## config.mk

```make
export PLATFORM = sky130hd
export DESIGN_NAME = cpad_fold
export DESIGN_NICKNAME = d
export VERILOG_FILES = /design/src/hw/rtl/cpad_pkg.sv /design/src/hw/rtl/cpad_fold.sv
export SDC_FILE = /design/constraint.sdc
export NUM_CORES = 1
export LEC_CHECK = 0
export BUFFER_PORTS_ARGS = -buffer_cell sky130_fd_sc_hd__buf_2
export CAP_MARGIN = 20
export CORE_UTILIZATION = 50
export DETAILED_ROUTE_END_ITERATION = 7
export GPL_ROUTABILITY_DRIVEN = 0
export PLACE_DENSITY = 0.86
export REMOVE_ABC_BUFFERS = 1
export SLEW_MARGIN = 25
export SYNTH_ARGS = -nofsm -noshare
export SYNTH_HDL_FRONTEND = slang
export SYNTH_SLANG_ARGS = --single-unit
export TNS_END_PERCENT = 1
```

## constraint.sdc

```tcl
create_clock -name clk -period 4.94 [get_ports clk]
set_input_delay 0.988 -clock clk [delete_from_list [all_inputs] [get_ports clk]]
set_output_delay 0.988 -clock clk [all_outputs]
set_load 0.01 [all_outputs]
```

## src/hw/rtl/cpad_pkg.sv

```systemverilog
// Shared types, constants and the sine table for the polar angle pipeline.
package cpad_pkg;

  localparam int SIN_W   = 34;   // table entries are below 2^34
  localparam int DEG_W   = 7;    // degree index within one quadrant
  localparam int ANGLE_W = 9;    // whole-turn angle in degrees
  localparam int STEPS   = 7;    // binary search steps over 0..89

  localparam logic [DEG_W-1:0]   MAX_DEG = 7'd89;
  localparam logic [DEG_W-1:0]   QUARTER = 7'd90;
  localparam logic [ANGLE_W-1:0] QUARTER_ANGLE = 9'd90;

  // Control that travels with each request through the pipeline.
  typedef struct packed {
    logic             zero;   // origin request, forces angle 0
    logic [1:0]       quad;   // whole quarter turns removed by the fold
    logic [DEG_W-1:0] deg;    // degrees found so far in the quadrant
  } meta_t;

  // sin(d) scaled by 10^10, rounded; indexes above 90 read zero.
  function automatic logic [SIN_W-1:0] sin_lut(input logic [DEG_W-1:0] idx);
    logic [SIN_W-1:0] v;
    unique case (idx)
      7'd0:  v = 34'd0;
      7'd1:  v = 34'd174524064;
      7'd2:  v = 34'd348994967;
      7'd3:  v = 34'd523359562;
      7'd4:  v = 34'd697564737;
      7'd5:  v = 34'd871557427;
      7'd6:  v = 34'd1045284633;
      7'd7:  v = 34'd1218693434;
      7'd8:  v = 34'd1391731010;
      7'd9:  v = 34'd1564344650;
      7'd10: v = 34'd1736481777;
      7'd11: v = 34'd1908089954;
      7'd12: v = 34'd2079116908;
      7'd13: v = 34'd2249510543;
      7'd14: v = 34'd2419218956;
      7'd15: v = 34'd2588190451;
      7'd16: v = 34'd2756373558;
      7'd17: v = 34'd2923717047;
      7'd18: v = 34'd3090169944;
      7'd19: v = 34'd3255681545;
      7'd20: v = 34'd3420201433;
      7'd21: v = 34'd3583679495;
      7'd22: v = 34'd3746065934;
      7'd23: v = 34'd3907311285;
      7'd24: v = 34'd4067366431;
      7'd25: v = 34'd4226182617;
      7'd26: v = 34'd4383711468;
      7'd27: v = 34'd4539904997;
      7'd28: v = 34'd4694715628;
      7'd29: v = 34'd4848096202;
      7'd30: v = 34'd5000000000;
      7'd31: v = 34'd5150380749;
      7'd32: v = 34'd5299192642;
      7'd33: v = 34'd5446390350;
      7'd34: v = 34'd5591929035;
      7'd35: v = 34'd5735764364;
      7'd36: v = 34'd5877852523;
      7'd37: v = 34'd6018150232;
      7'd38: v = 34'd6156614753;
      7'd39: v = 34'd6293203910;
      7'd40: v = 34'd6427876097;
      7'd41: v = 34'd6560590290;
      7'd42: v = 34'd6691306064;
      7'd43: v = 34'd6819983601;
      7'd44: v = 34'd6946583705;
      7'd45: v = 34'd7071067812;
      7'd46: v = 34'd7193398003;
      7'd47: v = 34'd7313537016;
      7'd48: v = 34'd7431448255;
      7'd49: v = 34'd7547095802;
      7'd50: v = 34'd7660444431;
      7'd51: v = 34'd7771459615;
      7'd52: v = 34'd7880107536;
      7'd53: v = 34'd7986355100;
      7'd54: v = 34'd8090169944;
      7'd55: v = 34'd8191520443;
      7'd56: v = 34'd8290375726;
      7'd57: v = 34'd8386705679;
      7'd58: v = 34'd8480480962;
      7'd59: v = 34'd8571673007;
      7'd60: v = 34'd8660254038;
      7'd61: v = 34'd8746197071;
      7'd62: v = 34'd8829475929;
      7'd63: v = 34'd8910065242;
      7'd64: v = 34'd8987940463;
      7'd65: v = 34'd9063077870;
      7'd66: v = 34'd9135454576;
      7'd67: v = 34'd9205048535;
      7'd68: v = 34'd9271838546;
      7'd69: v = 34'd9335804265;
      7'd70: v = 34'd9396926208;
      7'd71: v = 34'd9455185756;
      7'd72: v = 34'd9510565163;
      7'd73: v = 34'd9563047560;
      7'd74: v = 34'd9612616959;
      7'd75: v = 34'd9659258263;
      7'd76: v = 34'd9702957263;
      7'd77: v = 34'd9743700648;
      7'd78: v = 34'd9781476007;
      7'd79: v = 34'd9816271834;
      7'd80: v = 34'd9848077530;
      7'd81: v = 34'd9876883406;
      7'd82: v = 34'd9902680687;
      7'd83: v = 34'd9925461516;
      7'd84: v = 34'd9945218954;
      7'd85: v = 34'd9961946981;
      7'd86: v = 34'd9975640503;
      7'd87: v = 34'd9986295348;
      7'd88: v = 34'd9993908270;
      7'd89: v = 34'd9998476952;
      7'd90: v = 34'd10000000000;
      default: v = '0;
    endcase
    return v;
  endfunction

endpackage

```

## src/hw/rtl/cpad_fold.sv

```systemverilog
// Input stage: fold the point into the first quadrant and note the quarter turns.
module cpad_fold import cpad_pkg::*; #(
  parameter int COORD_WIDTH = 16
) (
  input  logic                          clk,
  input  logic                          rst,
  input  logic                          in_valid,
  output logic                          in_ready,
  input  logic signed [COORD_WIDTH-1:0] x_coord,
  input  logic signed [COORD_WIDTH-1:0] y_coord,
  output logic                          valid,
  input  logic                          ready,
  output meta_t                         meta,
  output logic        [COORD_WIDTH-1:0] mag_a,
  output logic        [COORD_WIDTH-1:0] mag_b
);

  logic             x_zero, y_zero, x_neg, y_neg;
  logic [COORD_WIDTH-1:0] x_abs, y_abs;
  meta_t            meta_next;
  logic [COORD_WIDTH-1:0] a_next, b_next;

  assign in_ready = !valid || ready;

  always_comb begin
    x_zero = (x_coord == '0);
    y_zero = (y_coord == '0);
    x_neg  = x_coord[COORD_WIDTH-1];
    y_neg  = y_coord[COORD_WIDTH-1];
    // Negation of the most negative value still reads right as unsigned.
    x_abs  = COORD_WIDTH'('0) - COORD_WIDTH'(x_coord);
    y_abs  = COORD_WIDTH'('0) - COORD_WIDTH'(y_coord);
    meta_next.zero = x_zero && y_zero;
    meta_next.deg  = '0;
    priority if (!x_neg && !x_zero && !y_neg) begin
      meta_next.quad = 2'd0;
      a_next = COORD_WIDTH'(x_coord);
      b_next = COORD_WIDTH'(y_coord);
    end else if ((x_neg || x_zero) && !y_neg && !y_zero) begin
      meta_next.quad = 2'd1;
      a_next = COORD_WIDTH'(y_coord);
      b_next = x_abs;
    end else if (x_neg && (y_neg || y_zero)) begin
      meta_next.quad = 2'd2;
      a_next = x_abs;
      b_next = y_abs;
    end else begin
      meta_next.quad = 2'd3;
      a_next = y_abs;
      b_next = COORD_WIDTH'(x_coord);
    end
  end

  always_ff @(posedge clk) begin
    if (rst) begin
      valid <= 1'b0;
    end else if (in_ready) begin
      valid <= in_valid;
    end
  end

  always_ff @(posedge clk) begin
    if (in_ready && in_valid) begin
      meta  <= meta_next;
      mag_a <= a_next;
      mag_b <= b_next;
    end
  end

endmodule

```

==> flow_summary.json <==
{
  "numPlacedInstances": 436,
  "async_flop_share_pct": 0,
  "cts_sinks": 36,
  "synth_area_leaders": "edfxtp_1 37%, xnor2_1 5.8%, mux2i_1 4.9%, nand2_1 4.1%, o22ai_1 2.8%",
  "powerDensity_nw_per_um2": 253,
  "synth_seq_cells": 36,
  "status": "finished, final reports clean",
  "start_kind": "input pin",
  "vias_per_cell": 6.46,
  "worstSetupEndpointType": "flip-flop",
  "cts_made_buffers": 5,
  "min_from": "valid",
  "tightest_slew_ns": 0.745,
  "crit_fanout": 14,
  "r2r_slack_ns": 3.63,
  "wl_per_cell_um": 17.6,
  "critical-path-max-stage-delay_ns": 0.71,
  "ant_nets": 0,
  "hold_depth": 2,
  "critPathArrivalTime_ns": 3.81,
  "yosysMostFrequentCell": "edfxtp_1",
  "fin_crit_ns": 3.77,
  "postRouteWirelength_um": 7800,
  "power.leakage_nw": 1.30,
  "dieArea_um2": 6020,
  "yosysTopAreaCellShare_pct": 36.8,
  "syn_area_um2": 2860,
  "drc": 0,
  "grt_max_degree": 36,
  "timing.rr.start": "valid",
  "num_vias": 2867,
  "synth-edff-count": 35,
  "syn_to_final_growth_pct": 15.5,
  "timing.fmax_ghz": 0.265,
  "grt_first_pass_wirelength_um": 12600,
  "critPathRequiredTime_ns": 4.97,
  "dieWidth_um": 77.6,
  "tns_ns": 0,
  "setup_viol": 0,
  "ios": 80,
  "final_area_um2": 3300,
  "grt_setup_unrepaired": "no",
  "clockBufferDepth": 2,
  "hold_class": "reg -> reg",
  "syn_area_per_cell_um2": 9.16,
  "start_util_pct": 51.9,
  "synth_common_cells": "35 x edfxtp_1, 31 x nand2_1, 19 x nor2_1, 19 x xnor2_1, 15 x nor3_1",
  "grt.total_usage_pct": 27.0,
  "chipHeight_um": 77.6,
  "period_share_pct": 76.4,
  "yosys.area.top_type": "edfxtp_1",
  "path_class": "in -> reg",
  "holdBufCountCts": 0,
  "ys_seq_area_share_pct": 37.5,
  "final_nets": 409,
  "cp_common_cell": "inv_1",
  "crit_chain": "buf_2 -> inv_1 -> ha_1 -> or4b_2 -> nor4_4 -> or3_2 -> nand2_1 -> inv_1 -> a22oi_1",
  "fp-row-count": 27,
  "rr_worst_depth": 3,
  "drtIter0Drc": 318,
  "use_met3_pct": 6.47,
  "holdPathEnd": "valid",
  "antenna_found_initial": 0,
  "cts.reportedPaths.clkPinSlew_ns": 0.07,
  "finClkSkew_ns": 0.00600,
  "cts_resized": 0,
  "first_pass_iters": 6,
  "grt_pass1_vias": 2630,
  "grt_util_met2_pct": 41.4,
  "post_cts_buffers": 0,
  "hold_viol_final": 0,
  "ir_drop_uv": 122,
  "stdcell_count": 444,
  "overflow": 0,
  "path_buf_inv": 3,
  "crit_path_top_delay_cell": "or4b_2",
  "final_max_slew_viol_count": 0,
  "r2r_end": "mag_a[12]",
  "portBuffers": 72,
  "core_region_area_um2": 5510,
  "whs_ns": 0.528,
  "synth_flop_cell": "edfxtp_1",
  "slew_headroom_pct": 50.0,
  "synthCells": 312,
  "busiest_layer": "met2",
  "dp_hpwl_um": 5420,
  "use_met1_pct": 34.8,
  "cts_root_buf": "clkbuf_8",
  "synth.distinct_cells": 62,
  "n_antenna_cell": 0,
  "final_core_util_pct": 59.9,
  "cp_top_family": "simple AND/OR/NAND/NOR gates",
  "cts_tree": "done",
  "clock_latency_ns": 0.30,
  "drive_above_1_share_pct": 27.2,
  "yosys_warnings": 0,
  "htree_levels": 2,
  "drv_cap": 0,
  "dpl-instance-area_um2": 3190
}
## layout make-up
type                    instances  area (um2)
clock buffers                   5        68.8
clock inverters                 3        42.5
fillers                       471        2210
inverters                      10        37.5
multi-input cells             243        1610
flip-flops and latches         36        1070
well taps                      72        90.1
repair buffers                 75         383
## tightest hold or removal path, cell delays in order (launching register included)
cell      delay [ns]
dfxtp_1         0.32
nand2b_1        0.10
a21oi_1         0.07
## how the worst max path moves through the flow
stage | slack (ns) | startpoint | endpoint | cells past startpoint
final | 1.17 | x_coord[0] | mag_b[13] | 9
after global routing | 1.06 | x_coord[0] | mag_b[13] | 9
after detailed placement | 1.0 | x_coord[0] | mag_b[13] | 9
after global placement | 1.13 | x_coord[0] | mag_b[13] | 9
after CTS | 1.31 | x_coord[0] | mag_b[13] | 9
after floorplan | 1.14 | y_coord[0] | mag_a[9] | 6
## where the power goes
part / internal [mW] / switching (mW) / leakage (nW) / total (mW)
Sequential: 0.366 / 0.00482 / 0.347 / 0.371
Clock: 0.149 / 0.112 / 0.0541 / 0.261
Combinational: 0.0768 / 0.126 / 0.895 / 0.203
## cell families after synthesis
| kind of cell | after synthesis | share of synthesized area, % |
|---|---|---|
| xor+xnor | 26 | 7.97 |
| buf+inv | 39 | 7.01 |
| other cells | 1 | 0.131 |
| fa+ha+maj | 2 | 0.876 |
| simple gates | 112 | 21.0 |
| mux | 15 | 5.30 |
| flops | 36 | 37.5 |
| compound gates | 81 | 20.2 |
## per-layer routing
metal | up-vias | wire [um] | part of all wire, %
li1 | 1270 | - | -
met4 | 0 | 293 | 3.8
met5 | - | 0 | 0
met3 | 42 | 785 | 10
met1 | 1312 | 3150 | 40
met2 | 243 | 3580 | 46
## layout by cell type (no fill, tap or decap), types with 5 or more instances in the layout
master / n
buf_2: 72
nand2_1: 31
inv_1: 8
a22oi_1: 7
o22ai_1: 13
or3_1: 6
conb_1: 7
nor2_1: 19
mux2i_1: 14
xor2_1: 7
edfxtp_1: 35
nor4_1: 5
nor3_1: 15
o21ai_0: 13
clkbuf_8: 5
nand3_1: 9
xnor2_1: 19
a21oi_1: 14
## state kept, by name (all words and copies together), names as in the netlist
signal	count
mag_a	16
mag_b	16
meta	3
valid	1
## metrics by stage
stage	total power [mW]	setup slack, ns
after detailed placement	0.575	0.998
after floorplan	0.492	1.14
after CTS	0.837	1.31
after global routing	0.872	1.06
final	0.835	1.17
after global placement	0.571	1.13
Power figures use the tool's default switching activity.
