==> src/hw/rtl/cpad_pkg.sv <==
// Shared types, constants and the sine table for the polar angle pipeline.
package cpad_pkg;

  localparam int SIN_W   = 34;   // table entries are below 2^34
  localparam int DEG_W   = 7;    // degree index within one quadrant
  localparam int ANGLE_W = 9;    // whole-turn angle in degrees
  localparam int STEPS   = 7;    // binary search steps over 0..89

  localparam logic [DEG_W-1:0]   MAX_DEG = 7'd89;
  localparam logic [DEG_W-1:0]   QUARTER = 7'd90;
  localparam logic [ANGLE_W-1:0] QUARTER_ANGLE = 9'd90;

  // Control that travels with each request through the pipeline.
  typedef struct packed {
    logic             zero;   // origin request, forces angle 0
    logic [1:0]       quad;   // whole quarter turns removed by the fold
    logic [DEG_W-1:0] deg;    // degrees found so far in the quadrant
  } meta_t;

  // sin(d) scaled by 10^10, rounded; indexes above 90 read zero.
  function automatic logic [SIN_W-1:0] sin_lut(input logic [DEG_W-1:0] idx);
    logic [SIN_W-1:0] v;
    unique case (idx)
      7'd0:  v = 34'd0;
      7'd1:  v = 34'd174524064;
      7'd2:  v = 34'd348994967;
      7'd3:  v = 34'd523359562;
      7'd4:  v = 34'd697564737;
      7'd5:  v = 34'd871557427;
      7'd6:  v = 34'd1045284633;
      7'd7:  v = 34'd1218693434;
      7'd8:  v = 34'd1391731010;
      7'd9:  v = 34'd1564344650;
      7'd10: v = 34'd1736481777;
      7'd11: v = 34'd1908089954;
      7'd12: v = 34'd2079116908;
      7'd13: v = 34'd2249510543;
      7'd14: v = 34'd2419218956;
      7'd15: v = 34'd2588190451;
      7'd16: v = 34'd2756373558;
      7'd17: v = 34'd2923717047;
      7'd18: v = 34'd3090169944;
      7'd19: v = 34'd3255681545;
      7'd20: v = 34'd3420201433;
      7'd21: v = 34'd3583679495;
      7'd22: v = 34'd3746065934;
      7'd23: v = 34'd3907311285;
      7'd24: v = 34'd4067366431;
      7'd25: v = 34'd4226182617;
      7'd26: v = 34'd4383711468;
      7'd27: v = 34'd4539904997;
      7'd28: v = 34'd4694715628;
      7'd29: v = 34'd4848096202;
      7'd30: v = 34'd5000000000;
      7'd31: v = 34'd5150380749;
      7'd32: v = 34'd5299192642;
      7'd33: v = 34'd5446390350;
      7'd34: v = 34'd5591929035;
      7'd35: v = 34'd5735764364;
      7'd36: v = 34'd5877852523;
      7'd37: v = 34'd6018150232;
      7'd38: v = 34'd6156614753;
      7'd39: v = 34'd6293203910;
      7'd40: v = 34'd6427876097;
      7'd41: v = 34'd6560590290;
      7'd42: v = 34'd6691306064;
      7'd43: v = 34'd6819983601;
      7'd44: v = 34'd6946583705;
      7'd45: v = 34'd7071067812;
      7'd46: v = 34'd7193398003;
      7'd47: v = 34'd7313537016;
      7'd48: v = 34'd7431448255;
      7'd49: v = 34'd7547095802;
      7'd50: v = 34'd7660444431;
      7'd51: v = 34'd7771459615;
      7'd52: v = 34'd7880107536;
      7'd53: v = 34'd7986355100;
      7'd54: v = 34'd8090169944;
      7'd55: v = 34'd8191520443;
      7'd56: v = 34'd8290375726;
      7'd57: v = 34'd8386705679;
      7'd58: v = 34'd8480480962;
      7'd59: v = 34'd8571673007;
      7'd60: v = 34'd8660254038;
      7'd61: v = 34'd8746197071;
      7'd62: v = 34'd8829475929;
      7'd63: v = 34'd8910065242;
      7'd64: v = 34'd8987940463;
      7'd65: v = 34'd9063077870;
      7'd66: v = 34'd9135454576;
      7'd67: v = 34'd9205048535;
      7'd68: v = 34'd9271838546;
      7'd69: v = 34'd9335804265;
      7'd70: v = 34'd9396926208;
      7'd71: v = 34'd9455185756;
      7'd72: v = 34'd9510565163;
      7'd73: v = 34'd9563047560;
      7'd74: v = 34'd9612616959;
      7'd75: v = 34'd9659258263;
      7'd76: v = 34'd9702957263;
      7'd77: v = 34'd9743700648;
      7'd78: v = 34'd9781476007;
      7'd79: v = 34'd9816271834;
      7'd80: v = 34'd9848077530;
      7'd81: v = 34'd9876883406;
      7'd82: v = 34'd9902680687;
      7'd83: v = 34'd9925461516;
      7'd84: v = 34'd9945218954;
      7'd85: v = 34'd9961946981;
      7'd86: v = 34'd9975640503;
      7'd87: v = 34'd9986295348;
      7'd88: v = 34'd9993908270;
      7'd89: v = 34'd9998476952;
      7'd90: v = 34'd10000000000;
      default: v = '0;
    endcase
    return v;
  endfunction

endpackage

==> src/hw/rtl/cpad_out.sv <==
// Output register: merge quarter turns and degrees into the full angle.
module cpad_out import cpad_pkg::*; (
  input  logic               clk,
  input  logic               rst,
  input  logic               in_valid,
  output logic               in_ready,
  input  meta_t              in_meta,
  output logic               valid,
  input  logic               stall,
  output logic [ANGLE_W-1:0] angle
);

  logic [ANGLE_W-1:0] angle_next;

  assign in_ready = !valid || !stall;

  always_comb begin
    if (in_meta.zero) begin
      angle_next = '0;
    end else begin
      angle_next = ANGLE_W'(in_meta.quad) * QUARTER_ANGLE + ANGLE_W'(in_meta.deg);
    end
  end

  always_ff @(posedge clk) begin
    if (rst) begin
      valid <= 1'b0;
    end else if (in_ready) begin
      valid <= in_valid;
    end
  end

  always_ff @(posedge clk) begin
    if (in_ready && in_valid) begin
      angle <= angle_next;
    end
  end

endmodule

==> config.mk <==
export PLATFORM = sky130hd
export DESIGN_NAME = cpad_out
export DESIGN_NICKNAME = d
export VERILOG_FILES = /design/src/hw/rtl/cpad_pkg.sv /design/src/hw/rtl/cpad_out.sv
export SDC_FILE = /design/constraint.sdc
export NUM_CORES = 1
export LEC_CHECK = 0
export ABC_CLOCK_PERIOD_IN_PS = 2600
export BUFFER_PORTS_ARGS = -buffer_cell sky130_fd_sc_hd__buf_2
export CORE_ASPECT_RATIO = 1.1
export CORE_MARGIN = 3
export CORE_UTILIZATION = 48
export CTS_CLUSTER_SIZE = 10
export DETAILED_ROUTE_END_ITERATION = 10
export PLACE_DENSITY_LB_ADDON = 0.15
export SYNTH_ARGS = -nofsm -noshare
export SYNTH_HDL_FRONTEND = slang
export SYNTH_SLANG_ARGS = --single-unit
==> constraint.sdc <==
create_clock -name clk -period 2.6 [get_ports clk]
set_input_delay 0.78 -clock clk [delete_from_list [all_inputs] [get_ports clk]]
set_output_delay 0.78 -clock clk [all_outputs]
set_load 0.01 [all_outputs]
==> flow_metrics.py, run 1 <==
metrics = {
    "floorplan": {
        "dieArea_mm2": 0.00200,
        "die_y_um": 46.6,
        "die_w_um": 42.9,
        "core_area_mm2": 0.00138,
        "start_util": 0.520,
        "ios": 25,
        "num_rows": 14,
    },
    "cts": {
        "cts_made_buffers": 3,
        "clockRootBuffer": "clkbuf_4",
        "cts_setup_buffers": 0,
        "cts_max_level": 1,
        "clkTransAtPathRegs_ns": 0.07,
        "clk_latency_ns": 0.25,
        "cts_resized": 0,
        "cts_buffer_depth": 2,
        "ctsHoldBuffers": 0,
        "cts_tree": "yes",
        "cts.sinks": 10,
    },
    "min_path": {
        "hold_class": "flop to flop",
        "hold_end": "valid",
        "min_from": "valid",
        "holdPathStages": 2,
    },
    "place": {
        "pre_cts_slack_ns": -0.0868,
        "place_inst": 109,
        "routabilityCongestion": 0.850,
        "port_buffers": 24,
        "placed_area_um2": 882,
        "dpl.hpwl_mm": 1.16,
    },
    "setup_path": {
        "crit_required_ns": 2.61,
        "timing.rr.start": "valid",
        "critPathKind": "input pin to flop",
        "arrival_ns": 2.44,
        "rrSetupSlack_ns": 1.52,
        "end_kind": "flop",
        "r2r_cells": 2,
        "r2r_end": "angle[5]",
        "start_kind": "input pin",
        "path_max_fanout": 5,
    },
    "final_layout": {
        "antennaDiodeCount": 0,
        "final_nets": 122,
        "drive_above_1_share": 0.412,
        "area_delta_synth_final_pct": 27.7,
        "fin_cells": 113,
        "final_area_um2": 918,
    },
    "power_and_ir_drop": {
        "ir_drop_mv": 0.206,
        "powerDensity_mw_per_mm2": 497,
        "leakagePower_uw": 0.000439,
    },
    "yosys": {
        "yosys_warnings": 0,
        "synth_edf_count": 9,
        "synth_cells": 66,
        "synth_largest_area_cell": "edfxtp_1",
        "syn_area_per_cell_um2": 10.9,
        "syn_nets": 90,
        "synth_cell_type_count": 30,
        "synthTopCellsByCount": "9 x edfxtp_1, 9 x ha_1, 6 x inv_1",
        "synth_area_um2": 719,
        "yosysTopAreaCellShare": 0.376,
        "synth_area_leaders": "edfxtp_1 38%, ha_1 16%, nor2b_1 4.3%",
        "synth_flop_cell": "edfxtp_1",
        "ys_seq_area_frac": 0.403,
        "async_flop_share": 0,
        "postSynthRegisterBits": 10,
    },
    "global_routing": {
        "track_usage": 0.153,
        "grt_max_degree": 14,
        "overflow": 0,
        "antenna_found_initial": 0,
        "grt_pass1_vias": 562,
        "grt_pass1_wl_mm": 2.35,
    },
    "drt": {
        "drc": 0,
        "wl_per_cell_um": 11.8,
        "wl_mm": 1.34,
        "drtIter0Drc": 2,
        "ant_nets": 0,
        "via_count": 606,
        "firstDrtPassIters": 4,
        "viasPerCell": 5.36,
    },
    "timing": {
        "tightestPinTransition_ns": 0.383,
        "setup_viol": 0,
        "period_share": 0.933,
        "fin_ws_ns": 0.173,
        "finalCriticalPeriod_ns": 2.43,
        "slew_headroom": 0.745,
        "report.final.hold_viol_count": 0,
        "max_freq_mhz": 412,
        "finalHoldWorstSlack_ns": 0.533,
        "rsz0062_at_grt": "no",
        "finClkSkew_ns": 0.00125,
        "final_max_slew_viol_count": 0,
    },
    "run": {
        "drv_cap": 0,
    },
    "status": {
        "status": "complete, no violations",
    },
}
routing by layer:
metal	part of all wire	track usage	up-vias
met5	0	0	-
met4	0	0.0373	0
met3	0.062	0.0156	0
met2	0.55	0.302	17
met1	0.39	0.176	282
li1	-	-	307
registers in the layout, indices dropped and copies added (netlist names):
register / cells
angle: 9
valid: 1
per-stage QoR:
stage	power, µW	utilization	setup TNS (ns)
2_1_floorplan	277	-	0
3_3_place_gp	320	0.637	-0.0515
3_5_place_dp	323	0.637	-0.0868
4_1_cts	456	0.664	0
5_1_grt	481	0.664	0
6_report	456	0.664	0
worst max-delay path, stage by stage:
cell and delay [ns]:
buf_2 0.11, inv_1 0.07, ha_1 0.19, ha_1 0.35, a21oi_1 0.25, a21boi_0 0.13, a41oi_1 0.20, mux2_2 0.35
kinds of logic after synthesis:
family,Yosys count,share of synthesized area
simple gates,23,0.188
compound gates,15,0.167
fa+ha+maj,10,0.184
buf+inv,7,0.0417
mux,1,0.0157
flops,10,0.403
worst max-delay path by stage:
stage,from,end,slack [ns],depth (start not counted)
final,in_meta[8],angle[8],0.17,8
after floorplan,in_meta[7],angle[8],0.23,8
after detailed placement,in_meta[8],angle[8],-0.09,8
after global placement,in_meta[8],angle[8],-0.05,8
after CTS,in_meta[8],angle[8],0.16,8
after global routing,in_meta[8],angle[8],0.11,8
power by group:
group | internal, µW | leakage [µW] | switching [µW] | total (µW)
Combinational | 59.5 | 0.000320 | 64.7 | 124
Clock | 84.8 | 0.0000210 | 52.3 | 137
Sequential | 192 | 0.0000981 | 3.03 | 195
cells in the final DEF (no fill, tap or decap), types with 2 or more instances in the layout:
| master | count |
|---|---|
| buf_2 | 24 |
| ha_1 | 9 |
| edfxtp_1 | 9 |
| inv_1 | 6 |
| nor2b_1 | 5 |
| nor3_1 | 5 |
| nor2_1 | 4 |
| buf_4 | 4 |
| clkbuf_4 | 3 |
| a21oi_1 | 2 |
| o21ai_0 | 2 |
| or3b_2 | 2 |
| o21a_1 | 2 |
layout make-up:
class	instances	area (µm²)
clock buffer	4	36.3
fill	126	465
inverter	6	22.5
multi-input combinational	49	399
sequential	10	290
tap	16	20.0
timing repair buffer	28	150
Note: power is estimated with default switching activity, not from simulation.
==> run 2: changes to the inputs <==
--- a/config.mk
+++ b/config.mk
@@ -5,7 +5,7 @@
 export SDC_FILE = /design/constraint.sdc
 export NUM_CORES = 1
 export LEC_CHECK = 0
-export ABC_CLOCK_PERIOD_IN_PS = 2600
+export ABC_CLOCK_PERIOD_IN_PS = 2350
 export BUFFER_PORTS_ARGS = -buffer_cell sky130_fd_sc_hd__buf_2
 export CORE_ASPECT_RATIO = 1.1
 export CORE_MARGIN = 3
==> constraint.sdc (replaced) <==
create_clock -name clk -period 2.35 [get_ports clk]
set_input_delay 0.705 -clock clk [delete_from_list [all_inputs] [get_ports clk]]
set_output_delay 0.705 -clock clk [all_outputs]
set_load 0.01 [all_outputs]
==> run 2 against run 1 <==
Wire length rose by 14%. Flip-flop and latch count did not move. Count of clock-buffer cells in the layout did not move. Highest routed layer is now met4. Cell count rose by 11%. Sequential share of layout area fell by 2.9 points.
==> flow_metrics.py, run 2 (same netlist as run 1, synthesis figures left out) <==
metrics = {
    "status": {
        "status": "complete, no violations",
    },
    "final_layout": {
        "fin_cells": 125,
        "multi_input_area_um2": 410,
        "antennaDiodeCount": 0,
        "largestRegisters": "angle x9, valid x1",
        "area_delta_synth_final_pct": 40.3,
        "drive_above_1_share": 0.486,
        "largest_register_ffs": 9,
        "regMostFlops": "angle",
        "final_nets": 134,
        "final_cell_mix": "24 x buf_2, 16 x buf_4, 9 x ha_1, 9 x edfxtp_1, 6 x inv_1",
        "fill_cells": 101,
        "regArea_um2": 290,
        "final_common_cell": "buf_2",
    },
    "global_routing": {
        "track_usage": 0.161,
        "grt_pass1_vias": 625,
        "antenna_found_initial": 0,
        "overflow": 0,
        "grt_pass1_wl_mm": 2.37,
        "grt_max_degree": 14,
    },
    "power_and_ir_drop": {
        "switching_share": 0.276,
        "internal-power_uw": 362,
        "ir_drop_mv": 0.215,
        "leakagePower_uw": 0.000493,
        "p_clk_frac": 0.242,
        "p_sw_uw": 138,
        "pwr-share-seq": 0.433,
        "powerDensity_mw_per_mm2": 495,
        "pwr-share-comb": 0.325,
    },
    "timing": {
        "finClkSkew_ns": 0.00861,
        "finalCriticalPeriod_ns": 2.20,
        "tightestPinTransition_ns": 0.407,
        "max_freq_mhz": 455,
        "finalHoldWorstSlack_ns": 0.513,
        "rsz0062_at_grt": "no",
        "slew_headroom": 0.729,
        "report.final.hold_viol_count": 0,
        "final_max_slew_viol_count": 0,
        "period_share": 0.935,
        "setup_viol": 0,
    },
    "setup_path": {
        "crit_required_ns": 2.44,
        "critPathKind": "input pin to flop",
        "end_kind": "flop",
        "path_max_fanout": 5,
        "arrival_ns": 2.29,
        "start_kind": "input pin",
    },
    "cts": {
        "clkTransAtPathRegs_ns": 0.07,
        "clk_latency_ns": 0.26,
        "clockRootBuffer": "clkbuf_4",
        "cts_made_buffers": 3,
        "cts_buffer_depth": 2,
        "cts_tree": "yes",
        "cts_setup_buffers": 0,
        "cts_max_level": 1,
        "cts.sinks": 10,
    },
    "drt": {
        "drtIter0Drc": 13,
        "drc": 0,
        "firstDrtPassIters": 4,
        "wl_mm": 1.52,
        "via_count": 650,
        "viasPerCell": 5.20,
        "ant_nets": 0,
        "wl_per_cell_um": 12.2,
    },
    "place": {
        "place_inst": 121,
        "routabilityCongestion": 0.858,
        "dpl.hpwl_mm": 1.28,
        "port_buffers": 24,
    },
    "run": {
        "drv_cap": 0,
    },
    "floorplan": {
        "ios": 25,
        "die_y_um": 46.6,
        "dieArea_mm2": 0.00200,
        "num_rows": 14,
        "die_w_um": 42.9,
        "core_area_mm2": 0.00138,
        "start_util": 0.520,
    },
    "min_path": {
        "hold_class": "flop to flop",
    },
}
[run 2: changes by cell type in the layout (fill, tap and decap cells not counted), sizes merged]
cell / previous run / this run
buf: 28 / 40
[run 2: cell type report]
type / instances / area share
clock buffers: 4 / 0.0260
well taps: 16 / 0.0198
multi-input cells: 49 / 0.406
flip-flops and latches: 10 / 0.287
inverters: 6 / 0.0223
repair buffers: 40 / 0.238
[run 2: path summary, 6_finish.rpt]
path                                 start        to  slack (ns)  cells past startpoint
worst max register to register       valid  angle[0]        1.25                      2
worst min-delay path                 valid     valid        0.51                      2
worst max-delay path            in_meta[7]  angle[7]        0.15                     10
worst min register to register       valid     valid        0.51                      2
[run 2: power by group through the flow]
stage          registers [µW]  logic (µW)  clock network [µW]
2_1_floorplan             229        77.5                   0
3_3_place_gp              220         155                   0
3_5_place_dp              221         160                   0
4_1_cts                   217         161                 127
5_1_grt                   217         180                 133
6_report                  217         162                 121
[run 2: stage by stage]
stage	setup WS (ns)	cell area, µm²	util	setup TNS, ns	power [µW]
6_report	0.152	1010	0.730	0	500
5_1_grt	0.0501	1010	0.730	0	530
4_1_cts	0.134	998	0.722	0	505
3_5_place_dp	-0.145	972	0.703	-0.288	381
3_3_place_gp	-0.128	972	0.703	-0.228	374
2_1_floorplan	0.0571	719	-	0	306
[run 2: what timing repair did]
item                       in CTS  in global routing
hold buffers                    0                  0
resized for setup               0                  2
hold endpoints to repair        0                  0
setup endpoints to repair       0                  1
[run 2: worst max-delay path, cell delays in order]
cell and delay [ns]:
buf_2 0.13, inv_1 0.05, ha_1 0.26, inv_1 0.04
ha_1 0.28, buf_4 0.15, o211a_1 0.19, o31a_2 0.11
o21ai_0 0.14, nor3b_1 0.24
[run 2: metal layers]
metal / track usage / vias up / part of all wire
met5: 0 / - / 0
met4: 0.112 / 0 / 0.021
met3: 0.0117 / 4 / 0.057
met2: 0.311 / 23 / 0.53
met1: 0.165 / 289 / 0.39
li1: - / 334 / -
